**src/rtl/lca_pkg.sv**
```systemverilog
// shared types, constants and helpers of the 3d life automaton
`timescale 1ns / 1ps

package lca_pkg;

   localparam int MAX_ROWS   = 16;
   localparam int MAX_COLS   = 16;
   localparam int MAX_LAYERS = 16;

   localparam int ROW_W  = 4;
   localparam int COL_W  = 4;
   localparam int LAY_W  = 4;
   localparam int DIM_W  = 5;
   localparam int ADDR_W = LAY_W + ROW_W;
   localparam int WORDS  = 1 << ADDR_W;
   localparam int CNT_W  = 5;
   localparam int NB_W   = 4;

   localparam logic [DIM_W-1:0] ROWS_LIM = DIM_W'(MAX_ROWS);
   localparam logic [DIM_W-1:0] COLS_LIM = DIM_W'(MAX_COLS);
   localparam logic [DIM_W-1:0] LAYS_LIM = DIM_W'(MAX_LAYERS);

   localparam logic [NB_W-1:0] NB_CENTRE = NB_W'(4);
   localparam logic [NB_W-1:0] NB_LAST   = NB_W'(8);

   typedef enum logic [1:0] {
      CMD_WRITE   = 2'd0,
      CMD_READ    = 2'd1,
      CMD_ADVANCE = 2'd2,
      CMD_NONE    = 2'd3
   } cmd_type;

   typedef enum logic [1:0] {
      CSR_HEIGHT = 2'd0,
      CSR_WIDTH  = 2'd1,
      CSR_DEPTH  = 2'd2,
      CSR_SPARE  = 2'd3
   } csr_type;

   typedef logic [MAX_COLS-1:0] word_type;

   typedef struct packed {
      logic clr;
      logic acc;
      logic ctr;
   } gen_ctl_type;

   // layer offset (plus one) of neighbour slot nb
   function automatic logic [1:0] nb_dlay(input logic [NB_W-1:0] nb);
      logic [1:0] r;
      case (nb)
         4'd0, 4'd1, 4'd2: r = 2'd0;
         4'd3, 4'd4, 4'd5: r = 2'd1;
         default:          r = 2'd2;
      endcase
      return r;
   endfunction

   // row offset (plus one) of neighbour slot nb
   function automatic logic [1:0] nb_drow(input logic [NB_W-1:0] nb);
      logic [1:0] r;
      case (nb)
         4'd0, 4'd3, 4'd6: r = 2'd0;
         4'd1, 4'd4, 4'd7: r = 2'd1;
         default:          r = 2'd2;
      endcase
      return r;
   endfunction

   function automatic logic [DIM_W-1:0] clamp_dim(input logic [DIM_W-1:0] v,
                                                  input logic [DIM_W-1:0] lim);
      return (v > lim) ? lim : v;
   endfunction

endpackage

```
**src/rtl/lca_gen.sv**
```systemverilog
// per-column neighbour accumulators and next-state rule for one row word
`timescale 1ns / 1ps

module lca_gen (
   input  logic                     clock,
   input  lca_pkg::gen_ctl_type     ctl,
   input  lca_pkg::word_type        data,
   input  logic [lca_pkg::DIM_W-1:0] wid,
   input  logic                     flat,
   output lca_pkg::word_type        next_word
);
   import lca_pkg::*;

   logic [CNT_W-1:0] sum_ff [MAX_COLS];
   logic [CNT_W-1:0] sum_in [MAX_COLS];
   word_type         ctr_ff;
   word_type         ctr_in;
   word_type         mask;
   word_type         mdata;

   always_comb begin
      for (int c = 0; c < MAX_COLS; c++) begin
         mask[c] = (DIM_W'(c) < wid);
      end
      mdata = data & mask;
   end

   always_comb begin
      logic lo;
      logic hi;
      lo = 1'b0;
      hi = 1'b0;
      ctr_in = ctl.ctr ? data : ctr_ff;
      for (int c = 0; c < MAX_COLS; c++) begin
         lo = (c > 0) ? mdata[(c > 0) ? c - 1 : 0] : 1'b0;
         hi = (c < MAX_COLS - 1) ? mdata[(c < MAX_COLS - 1) ? c + 1 : c] : 1'b0;
         if (ctl.clr) begin
            sum_in[c] = '0;
         end else if (ctl.acc) begin
            sum_in[c] = sum_ff[c] + CNT_W'(lo) + CNT_W'(mdata[c]) + CNT_W'(hi);
         end else begin
            sum_in[c] = sum_ff[c];
         end
      end
   end

   always_ff @(posedge clock) begin
      sum_ff <= sum_in;
      ctr_ff <= ctr_in;
   end

   // own cell was counted in the window, take it back out
   always_comb begin
      logic [CNT_W-1:0] n;
      logic             nb;
      n  = '0;
      nb = 1'b0;
      for (int c = 0; c < MAX_COLS; c++) begin
         n = sum_ff[c] - CNT_W'(ctr_ff[c] & mask[c]);
         if (flat) begin
            nb = ctr_ff[c] ? (n == CNT_W'(2) || n == CNT_W'(3)) : (n == CNT_W'(3));
         end else begin
            nb = ctr_ff[c] ? (n == CNT_W'(6)) : (n >= CNT_W'(5) && n <= CNT_W'(8));
         end
         next_word[c] = mask[c] ? nb : ctr_ff[c];
      end
   end

endmodule

```
**config.mk**
```make
export PLATFORM = sky130hd
export DESIGN_NAME = lca_gen
export DESIGN_NICKNAME = d
export VERILOG_FILES = /design/src/rtl/lca_pkg.sv /design/src/rtl/lca_gen.sv
export SDC_FILE = /design/constraint.sdc
export NUM_CORES = 1
export LEC_CHECK = 0
export ABC_AREA = 1
export BUFFER_PORTS_ARGS = -buffer_cell sky130_fd_sc_hd__buf_2
export CAP_MARGIN = 20
export CORE_MARGIN = 1
export CORE_UTILIZATION = 50
export CTS_CLUSTER_SIZE = 10
export DETAILED_ROUTE_END_ITERATION = 10
export HOLD_SLACK_MARGIN = 0.08
export PLACE_DENSITY_LB_ADDON = 0.25
export RECOVER_POWER = 50
export SETUP_SLACK_MARGIN = 0.1
export SLEW_MARGIN = 20
export SYNTH_ARGS = -nofsm -noshare
export SYNTH_HDL_FRONTEND = slang
export SYNTH_SLANG_ARGS = --single-unit
```
**constraint.sdc**
```tcl
create_clock -name clock -period 3.7 [get_ports clock]
set_clock_uncertainty 0.2 [all_clocks]
set_input_delay 0.37 -clock clock [delete_from_list [all_inputs] [get_ports clock]]
set_output_delay 0.37 -clock clock [all_outputs]
set_load 0.005 [all_outputs]
```
==> summary.txt, run 1 <==
Outcome
  – Status: finished, final reports clean

Clock network
  – Cts repair resizes: 0
  – Longest Clk Path Bufs: 2
  – Sinks on Clock Net: between 90 and 100
  – Clock root cell: clkbuf_16
  – Worst-path clk slew: 70 ps
  – TritonCTS clock tree: yes
  – CTS Buf Count: 9
  – Clk_lat worst skew: 360 ps
  – CTS H-Tree Depth: 3

Cells and area
  – Most common cell after layout, fill and taps aside: nand2_1
  – Area of all sequential standard cells: 2082 µm²
  – Most frequent cells in the layout: nand2_1 (249), nor2_1 (205), inv_1 (175), nand3_1 (115), dfxtp_1 (80)
  – Final core occ: 0.5665
  – Fillers: between 1k and 1.5k
  – Nets: 1,335
  – # diodes: 0
  – Footprint of the multi-input gates: around 5000 µm²
  – Layout cell share with drive strength beyond 1: 0.04173
  – Area Overhead vs Synth: 10.28%

Hold path
  – Worst Hold Class: flop to flop

Floorplan
  – Initial Utilization: 0.5137
  – Area of the die: 16,180 µm²
  – Core Box Area: approximately 15,000 µm²
  – Ports: 42
  – DIE WIDTH: 127.2 µm
  – Site row count: 45
  – Die Y: 127.2 µm

Route
  – DR vias: 7,216
  – Starting DRT DRC Count: around 450
  – Routed vias/inst: 5.036
  – Number of remaining DRC errors: 0
  – Antenna viol nets, final: 0
  – Wirelength per Cell: 12.41 µm
  – DRT Wirelength: 17,790 µm
  – DR pass1 iterations: 5

Placed design
  – Routability congestion estimate: 0.8746
  – IO buf count: a little over 40
  – Hpwl dp: 13,060 µm
  – Setup slack at placement: 471.9 ps

GRT
  – Global-route wire length before repair: 30,500 µm
  – Tot GR Track Use: 0.2342
  – GR Overflow Total: 0
  – Largest net degree at the start of global routing: 81
  – Vias in the first global route: approximately 6.7k
  – Initial antenna violation count: 0

Synthesis
  – Mapped cell area: 7838 µm²
  – Syn. warnings: 0
  – Syn_nets: 1,287
  – Synth Instances: 1,169
  – Post-synthesis sequential area ratio: 0.2656
  – Post-synth cell types: 31
  – #FFs+latches synth: 96
  – Syn Area/Cell: approximately 6.7 µm²

Setup path
  – Maximum fanout along the worst path: 7
  – Path type of the worst setup path: primary input to output port
  – Critical Path Source Type: primary input
  – CP Capture Type: output port
  – CP required: 3130 ps
  – Worst EP arrival: 2670 ps

STA
  – Slew Limit Fails: 0
  – Hold Vio Cnt, Final: 0
  – Rel. slew slack: 0.1100
  – Setup TNS: 0 ps
  – Worst slew pin tran: 1335 ps
  – RSZ-0062 raised after global routing: no
  – Fmax: 308.5 MHz
  – Final worst slack: ~460 ps
  – Final Setup Violations: 0
  – Crit share post-route: 0.8761
  – Min cycle time layout: approximately 3200 ps

Pwr
  – Worst vdd ir: 0.2568 mV
  – Pwr Density: 367.6 nW/µm²
  – P_leak: 4.011 nW

Job
  – Max-cap violations: 0
Yosys cell counts:
cell type	instances	area [µm²]
nand2_4	1	11.26
o21ai_0	5	25.02
o21a_1	2	15.01
buf_2	6	30.03
ha_1	62	775.7
o21ai_2	1	8.760
nand2_1	249	934.7
nand4_1	20	125.1
nor3_1	36	180.2
inv_1	174	653.1
a21oi_2	2	17.52
a21oi_1	59	295.3
buf_4	1	7.510
edfxtp_1	16	480.5
nand2_2	1	6.260
o21a_4	1	15.01
nand3_1	115	575.6
nor3b_1	14	105.1
fa_1	30	600.6
clkinv_1	1	3.750
and2_4	1	8.760
or2_1	6	37.54
inv_2	2	7.510
inv_4	1	6.260
nand3b_1	15	112.6
clkbuf_1	16	60.06
o21ai_1	1	5.000
a211oi_1	32	240.2
dfxtp_1	80	1602
nor2_1	205	769.5
xor2_1	14	122.6
per-stage QoR:
stage          cell area [µm²]  instances  power, W  hold WS [ps]
2_1_floorplan             7838       1169  0.002036         256.3
3_3_place_gp              8232       1401  0.002263         271.5
3_5_place_dp              8232       1401  0.002286         285.1
4_1_cts                   8665       1433  0.003207         293.9
5_1_grt                   8643       1433  0.003435         323.6
6_report                  8643       1433  0.003178         287.3
what timing repair did:
item                      CTS  global route
hold endpoints to repair   16             0
buffers inserted            0             0
hold buffers               16             0
power by group:
group	leakage [nW]	switching (W)	total (W)	internal (W)
sequential	0.810	0.0000764	0.00121	0.00113
clock	0.134	0.000430	0.000900	0.000470
combinational	3.07	0.000626	0.00107	0.000443
total	4.01	0.00113	0.00318	0.00205
final cells by class:
cell class | instances | area share
Inverter | 178 | 0.07759
Timing Repair Buffer | 60 | 0.04241
Clock inverter | 6 | 0.003909
Tap cell | 211 | 0.03054
Sequential cell | 96 | 0.2409
Multi-Input combinational cell | 872 | 0.5770
Clock buffer | 10 | 0.02765
critical path, cell delays in order:
cell      delay, ps
clkbuf_1        200
inv_1           220
nand2_4         100
nor2_1          230
nand2_1         170
nand2_1          90
inv_1            50
ha_1            200
ha_1            220
or2_1           230
nand2_1          90
nand2_1          60
nand2_1          60
nand2_1          50
nor2_1          100
nor2_1           40
nor2_1           70
buf_2           110
kinds of logic after synthesis:
family                     count (synthesis)  synth area share
DFF                                       96            0.2656
AOI/OAI and AO/OA                        103           0.07934
adders and majority gates                 92            0.1756
buffers and inverters                    201           0.09802
xor gates and xnor gates                  14           0.01565
and+or+nand+nor                          663            0.3657
layer usage:
| layer | vias to the layer above | share of wire | wire [µm] | track usage |
|---|---|---|---|---|
| met3 | 23 | 0.041 | 728 | 0.04774 |
| met2 | 113 | 0.47 | 8448 | 0.4153 |
| met4 | 0 | 0.013 | 236 | 0.04902 |
| met5 | - | 0 | 0 | 0 |
| li1 | 3873 | - | - | - |
| met1 | 3207 | 0.47 | 8375 | 0.2937 |
path summary, 6_finish.rpt:
kind / startpoint / to / slack, ps / cells past startpoint
max: wid[4] / next_word[2] / 460 / 18
min: sum_ff[75] / sum_ff[75] / 290 / 2
max reg2reg: sum_ff[5] / sum_ff[9] / 1550 / 7
min reg2reg: sum_ff[75] / sum_ff[75] / 290 / 2
registers in the layout, summed over array words and instances, names as in the netlist:
register  count
sum_ff       80
ctr_ff       16
(Power assumes the default switching activity.)
==> inputs of run 2 (changes only) <==
--- a/config.mk
+++ b/config.mk
@@ -5,7 +5,6 @@
 export SDC_FILE = /design/constraint.sdc
 export NUM_CORES = 1
 export LEC_CHECK = 0
-export ABC_AREA = 1
 export BUFFER_PORTS_ARGS = -buffer_cell sky130_fd_sc_hd__buf_2
 export CAP_MARGIN = 20
 export CORE_MARGIN = 1
==> summary.txt, run 2 <==
Outcome
  – Status: finished, final reports clean

Cells and area
  – Most frequent cells in the layout: nor2_1 (92), dfxtp_1 (80), ha_1 (60), xor2_1 (55), inv_1 (49)
  – Area of all sequential standard cells: 2082 µm² (unchanged)
  – Area Overhead vs Synth: 10.04%
  – Fillers: 1,354 (-7.6%)
  – Nets: 1,012 (-24%)
  – Most flops, register: sum_ff
  – Footprint of the multi-input gates: 5189 µm² (+4.0%)
  – Fin area: 8431 µm² (-2.5%)
  – Top Registers: sum_ff x80, ctr_ff x16
  – Most common cell after layout, fill and taps aside: nor2_1
  – Max reg flops: 80 (unchanged)
  – Layout cell share with drive strength beyond 1: 0.07675 (+0.03502)

Pwr
  – P_leak: 3.487 nW (-13%)
  – Pwr Density: 386.3 nW/µm² (+5.1%)
  – Worst vdd ir: 0.2800 mV (+9.0%)
  – Total power: 0.003257 W (+2.5%)

Synthesis
  – Compound-Gate Fraction of Synth Area: 0.1070 (+0.02763)
  – Top post-synthesis cells by count: nor2_1 (93), dfxtp_1 (80), ha_1 (62)
  – Yosys top cell by area: dfxtp_1
  – Syn Area/Cell: 8.919 µm² (+33%)
  – Syn. warnings: 0 (unchanged)
  – Syn_nets: 977 (-24%)
  – Cell with the most instances after synthesis: nor2_1
  – Largest family of logic cells by synthesized area: simple AND/OR/NAND/NOR gates
  – Primary FF master, synth: dfxtp_1
  – Yosys top cell area share: 0.2090 (+0.004706)
  – Mapped cell area: 7661 µm² (-2.3%)
  – Synth area leaders: dfxtp_1 (21%), ha_1 (10%), fa_1 (7.8%), xor2_1 (6.3%), edfxtp_1 (6.3%)
  – Post-synthesis sequential area ratio: 0.2718 (+0.006117)
  – EDFF count, synth: 16 (unchanged)
  – Post-Synth Simple-Gate Area: 0.2486 (-0.1172)
  – #FFs+latches synth: 96 (unchanged)
  – Multiplexer share of the synthesized area: 0.05716 (+0.05716)
  – XOR/XNOR share of the synthesized area: 0.08182 (+0.06618)
  – Synth Instances: 859 (-27%)
  – Post-synth cell types: 65 (+110%)
  – Post-Synth Adder-Cell Area: 0.1797 (+0.004044)
  – Share of flip-flops with an asynchronous set or reset: 0 (unchanged)

Route
  – DRT Wirelength: 15,510 µm (-13%)
  – DR pass1 iterations: 4 (-1)
  – DR vias: 5,986 (-17%)
  – Starting DRT DRC Count: 269 (-40%)
  – Number of remaining DRC errors: 0 (unchanged)
  – Routed vias/inst: 5.522 (+9.7%)
  – Antenna viol nets, final: 0 (unchanged)
  – Wirelength per Cell: 14.31 µm (+15%)

Placed design
  – Placed instance area: 7949 µm² (-3.4%)
  – Routability congestion estimate: 0.8521 (-2.6%)
  – IO buf count: 41 (unchanged)
  – Hpwl dp: 11,040 µm (-15%)

Clock network
  – CTS Buf Count: 9 (unchanged)
  – CTS H-Tree Depth: 3 (unchanged)
  – Clk_lat worst skew: 350 ps (about the same)
  – Worst-path clk slew: 70 ps (about the same)
  – Longest Clk Path Bufs: 2 (unchanged)
  – Sinks on Clock Net: 96 (unchanged)
  – TritonCTS clock tree: yes
  – Clock root cell: clkbuf_16

STA
  – Hold_ws: 289.3 ps (+1.960 ps)
  – RSZ-0062 raised after global routing: no
  – Setup TNS: 0 ps (unchanged)
  – Rel. slew slack: 0.2057 (+0.09567)
  – Worst slew pin tran: 1191 ps (-143.5 ps)
  – Slew Limit Fails: 0 (unchanged)
  – Crit share post-route: 0.9426 (+0.06645)
  – Fmax: 286.7 MHz (-7.0%)
  – Min cycle time layout: 3488 ps (+245.9 ps)
  – Final Setup Violations: 0 (unchanged)
  – Hold Vio Cnt, Final: 0 (unchanged)

Floorplan
  – Core Box Area: 14,750 µm² (-3.3%)
  – Area of the die: 15,820 µm² (-2.2%)
  – Die Y: 125.8 µm (-1.1%)
  – Ports: 42 (unchanged)
  – Site row count: 44 (-2.2%)
  – Initial Utilization: 0.5193 (+0.005597)
  – DIE WIDTH: 125.8 µm (-1.1%)

Setup path
  – CP required: 3130 ps (about the same)
  – Worst EP arrival: 2920 ps (+250 ps)
  – Critical Path Source Type: primary input
  – CP Capture Type: output port
  – Path type of the worst setup path: primary input to output port
  – Maximum fanout along the worst path: 15 (+8)

GRT
  – Tot GR Track Use: 0.2108 (-0.02342)
  – Vias in the first global route: 5,759 (-14%)
  – Initial antenna violation count: 2 (+2)
  – Global-route wire length before repair: 26,980 µm (-12%)
  – GR Overflow Total: 0 (unchanged)
  – Largest net degree at the start of global routing: 81 (unchanged)

Job
  – Max-cap violations: 0 (unchanged)

Hold path
  – Worst Hold Class: flop to flop
==> run 2: changes by cell type in the layout (fill, tap and decap cells not counted), moves of 25 or more <==
cell	previous run	this run
nor2_1	205	92
nor2b_1	0	33
nand2_1	249	44
a211oi_1	32	7
inv_1	175	49
nand3_1	115	7
nor3_1	36	8
mux2i_1	0	37
xor2_1	14	55
==> run 2: routing by layer <==
metal,track usage,vias up,part of all wire,routed length (µm)
met5,0,-,0.00077,12
met4,0.06378,2,0.017,263
met3,0.04418,19,0.023,360
met2,0.3536,60,0.46,7151
met1,0.2728,2801,0.50,7722
li1,-,3104,-,-
==> run 2: logic make-up after synthesis <==
logic type      count (synthesis)
fa+ha+maj                      92
flops                          96
simple gates                  336
buf+inv                        94
mux                            42
compound gates                130
xor+xnor                       69
==> run 2: path summary, 6_finish.rpt <==
kind / from / end / slack (ps) / cells after the start
hold / removal: sum_ff[75] / sum_ff[75] / 290 / 2
setup / recovery: wid[4] / next_word[1] / 210 / 10
setup reg to reg: sum_ff[30] / sum_ff[34] / 1570 / 6
hold reg to reg: sum_ff[75] / sum_ff[75] / 290 / 2
==> run 2: worst max-delay path, stage by stage <==
cell,delay (ps)
buf_2,170
or4_1,610
and2_1,200
ha_1,190
ha_2,200
xnor2_2,190
or4b_1,480
a211oi_2,220
o32a_1,170
buf_2,100
==> run 2: final cells by class <==
cell class | count | area share
multi-input cells | 669 | 0.6155
flip-flops and latches | 96 | 0.2470
repair buffers | 69 | 0.05283
clock buffers | 14 | 0.03384
well taps | 184 | 0.02731
inverters | 49 | 0.02182
clock inverters | 2 | 0.001484
diodes | 1 | 0.0002968
==> run 2: what timing repair did <==
| item | 4_1_cts | 5_1_grt |
|---|---|---|
| hold endpoints to repair | 16 | 0 |
| setup endpoints to repair | 0 | 3 |
| hold buffers | 16 | 0 |
| gates resized for setup | 0 | 8 |
| buffers inserted | 0 | 3 |
==> run 2: stage by stage <==
stage,setup slack [ps],cells,utilization
CTS,150.3,1080,0.5698
finish,212.5,1084,0.5714
global placement,223.3,1048,0.5388
floorplan,421.7,859,-
global route,69.20,1084,0.5714
detailed placement,179.9,1048,0.5388
==> run 2: where the power goes <==
| part | switching (W) | total, W | internal, W | leakage (nW) |
|---|---|---|---|---|
| clock network | 0.000400 | 0.000934 | 0.000533 | 0.144 |
| registers | 0.000113 | 0.00126 | 0.00115 | 0.807 |
| logic | 0.000547 | 0.00106 | 0.000516 | 2.54 |
| total | 0.00106 | 0.00326 | 0.00220 | 3.49 |
==> inputs of run 3 (changes only) <==
--- a/config.mk
+++ b/config.mk
@@ -12,6 +12,7 @@
 export CTS_CLUSTER_SIZE = 10
 export DETAILED_ROUTE_END_ITERATION = 10
 export HOLD_SLACK_MARGIN = 0.08
+export MAX_ROUTING_LAYER = met4
 export PLACE_DENSITY_LB_ADDON = 0.25
 export RECOVER_POWER = 50
 export SETUP_SLACK_MARGIN = 0.1
==> constraint.sdc (replaced) <==
create_clock -name clock -period 3.3 [get_ports clock]
set_clock_uncertainty 0.2 [all_clocks]
set_input_delay 0.33 -clock clock [delete_from_list [all_inputs] [get_ports clock]]
set_output_delay 0.33 -clock clock [all_outputs]
set_load 0.005 [all_outputs]
==> summary.txt, run 3 (synthesis results as in run 2) <==
Outcome
  – Status: finished, final reports clean

Cells and area
  – Final core occ: 0.5955 (+0.02408)
  – Max reg flops: 80 (unchanged)
  – Area Overhead vs Synth: 14.68%
  – Layout cell share with drive strength beyond 1: 0.1314 (+0.05463)
  – Most common cell after layout, fill and taps aside: nor2_1
  – Most frequent cells in the layout: nor2_1 (91), dfxtp_1 (80), xor2_1 (55), ha_1 (50), inv_1 (49)
  – Fillers: 1,313 (-3.0%)
  – Top Registers: sum_ff x80, ctr_ff x16
  – Nets: 1,034 (+2.2%)
  – Most flops, register: sum_ff

Clock network
  – Worst-path clk slew: 60 ps (about the same)
  – Sinks on Clock Net: 96 (unchanged)
  – CTS H-Tree Depth: 3 (unchanged)
  – Longest Clk Path Bufs: 2 (unchanged)
  – Clk_lat worst skew: 350 ps (about the same)
  – Clock root cell: clkbuf_16
  – CTS Buf Count: 9 (unchanged)
  – TritonCTS clock tree: yes

STA
  – RSZ-0062 raised after global routing: yes
  – Worst slew pin tran: 1272 ps (+80.81 ps)
  – Slew Limit Fails: 0 (unchanged)
  – Setup TNS: 0 ps (unchanged)
  – Final Setup Violations: 0 (unchanged)
  – Min cycle time layout: 3146 ps
  – Hold Vio Cnt, Final: 0 (unchanged)
  – Crit share post-route: 0.9534
  – Rel. slew slack: 0.1518 (-0.05387)
  – Fmax: 317.8 MHz

Floorplan
  – Area of the die: 15,820 µm² (unchanged)
  – Initial Utilization: 0.5193 (unchanged)
  – DIE WIDTH: 125.8 µm (unchanged)
  – Site row count: 44 (unchanged)
  – Core Box Area: 14,750 µm² (unchanged)
  – Ports: 42 (unchanged)
  – Die Y: 125.8 µm (unchanged)

Hold path
  – Worst Hold Class: primary input to flop

Placed design
  – IO buf count: 41 (unchanged)
  – Routability congestion estimate: 0.8464 (-0.67%)
  – Hpwl dp: 11,330 µm (+2.6%)

Setup path
  – Slowest cell on the critical path: or4b_4
  – R2R Setup Slk: 1170 ps (-400 ps)
  – Cell mode on critical path: buf_2
  – Path type of the worst setup path: primary input to output port
  – Worst setup endpoint: next_word[2]
  – Worst EP arrival: 2620 ps (-300 ps)
  – Worst reg2reg path depth: 6 (unchanged)
  – Maximum fanout along the worst path: 6 (-9)
  – CP required: 2770 ps (-360 ps)
  – CP Capture Type: output port
  – Worst r2r src: sum_ff[30]
  – Number of cells on the critical path: 12 (+2)
  – End of the worst register-to-register path: sum_ff[34]
  – Crit path from: wid[4]
  – Critical Path Source Type: primary input
  – Cell chain of the critical path: buf_2, or2_4, nor2_2, nand2_1, and2_1, ha_2, ha_4, xnor2_2, or4b_4, a211oi_2, o32a_1, buf_2
  – CP top delay family: simple AND/OR/NAND/NOR gates
  – Crit path largest cell delay: 480 ps (-130 ps)
  – WP buf/inv: 2 (unchanged)

Route
  – DR vias: 6,135 (+2.5%)
  – Starting DRT DRC Count: 260 (-3.3%)
  – Routed vias/inst: 5.542 (+0.36%)
  – DRT Wirelength: 15,890 µm (+2.4%)
  – Number of remaining DRC errors: 0 (unchanged)
  – Wirelength per Cell: 14.35 µm (+0.30%)
  – Antenna viol nets, final: 0 (unchanged)
  – DR pass1 iterations: 4 (unchanged)

Pwr
  – P_leak: 3.620 nW (+3.8%)
  – Worst vdd ir: 0.1891 mV (-32%)
  – Total power: 0.003757 W (+15%)
  – Pwr Density: 427.6 nW/µm² (+11%)

Job
  – Max-cap violations: 0 (unchanged)

GRT
  – Largest net degree at the start of global routing: 38 (-53%)
  – Global-route wire length before repair: 26,100 µm (-3.3%)
  – Initial antenna violation count: 2 (unchanged)
  – Vias in the first global route: 5,634 (-2.2%)
  – GR Overflow Total: 0 (unchanged)
  – Tot GR Track Use: 0.2093 (-0.001473)
## run 3: how the worst min path moves through the flow
| stage | from | to | slack [ps] | cells after the start |
|---|---|---|---|---|
| after floorplan | data[0] | ctr_ff[0] | 230 | 0 |
| after global placement | sum_ff[75] | sum_ff[75] | 270 | 2 |
| after detailed placement | sum_ff[75] | sum_ff[75] | 280 | 2 |
| after CTS | ctl[1] | sum_ff[0] | 260 | 3 |
| after global routing | ctl[1] | sum_ff[0] | 300 | 3 |
| final | ctl[1] | sum_ff[0] | 270 | 3 |
## run 3: tightest hold or removal path, stage by stage
cell	delay (ps)
buf_4	260
nor2_1	140
a211oi_1	50
## run 3: area by class of cell
class / instances / area (µm²) / area share
Clock buffer: 12 / 246.5 / 0.02805
Multi-Input combinational cell: 669 / 5376 / 0.6119
Timing Repair Buffer: 91 / 616.8 / 0.07021
Inverter: 49 / 183.9 / 0.02093
Tap cell: 184 / 230.2 / 0.02620
Sequential cell: 96 / 2082 / 0.2370
Antenna cell: 2 / 5.005 / 0.0005696
Clock inverter: 4 / 45.04 / 0.005127
## run 3: layer usage
layer  up-vias  part of all wire  track usage  wire [µm]
met5         -                 0            -          0
met4         0             0.017      0.09072        269
met3        17             0.026      0.02506        407
met2        76              0.46       0.3386       7354
met1      2898              0.49       0.2646       7854
li1       3144                 -            -          -
## run 3: report_power, final
part           switching [W]  internal (W)  total (W)
Clock               0.000444      0.000605    0.00105
Sequential          0.000128       0.00129    0.00141
Combinational       0.000646      0.000649    0.00129
## run 3: timing repair
action	CTS	global route
pin swaps	1	20
hold buffers	16	0
gates resized for setup	5	43
endpoints found under the hold margin	16	0
setup endpoints to repair	3	13
setup buffers	1	10
## run 3: stage by stage
stage	setup slack, ps	area (µm²)	hold slack [ps]	std cells
floorplan	101.7	7661	228.9	859
global placement	87.50	8054	268.6	1062
detailed placement	56.28	8054	275.4	1062
CTS	82.85	8529	264.0	1095
global route	3.551	8786	299.4	1107
finish	153.6	8786	273.0	1107
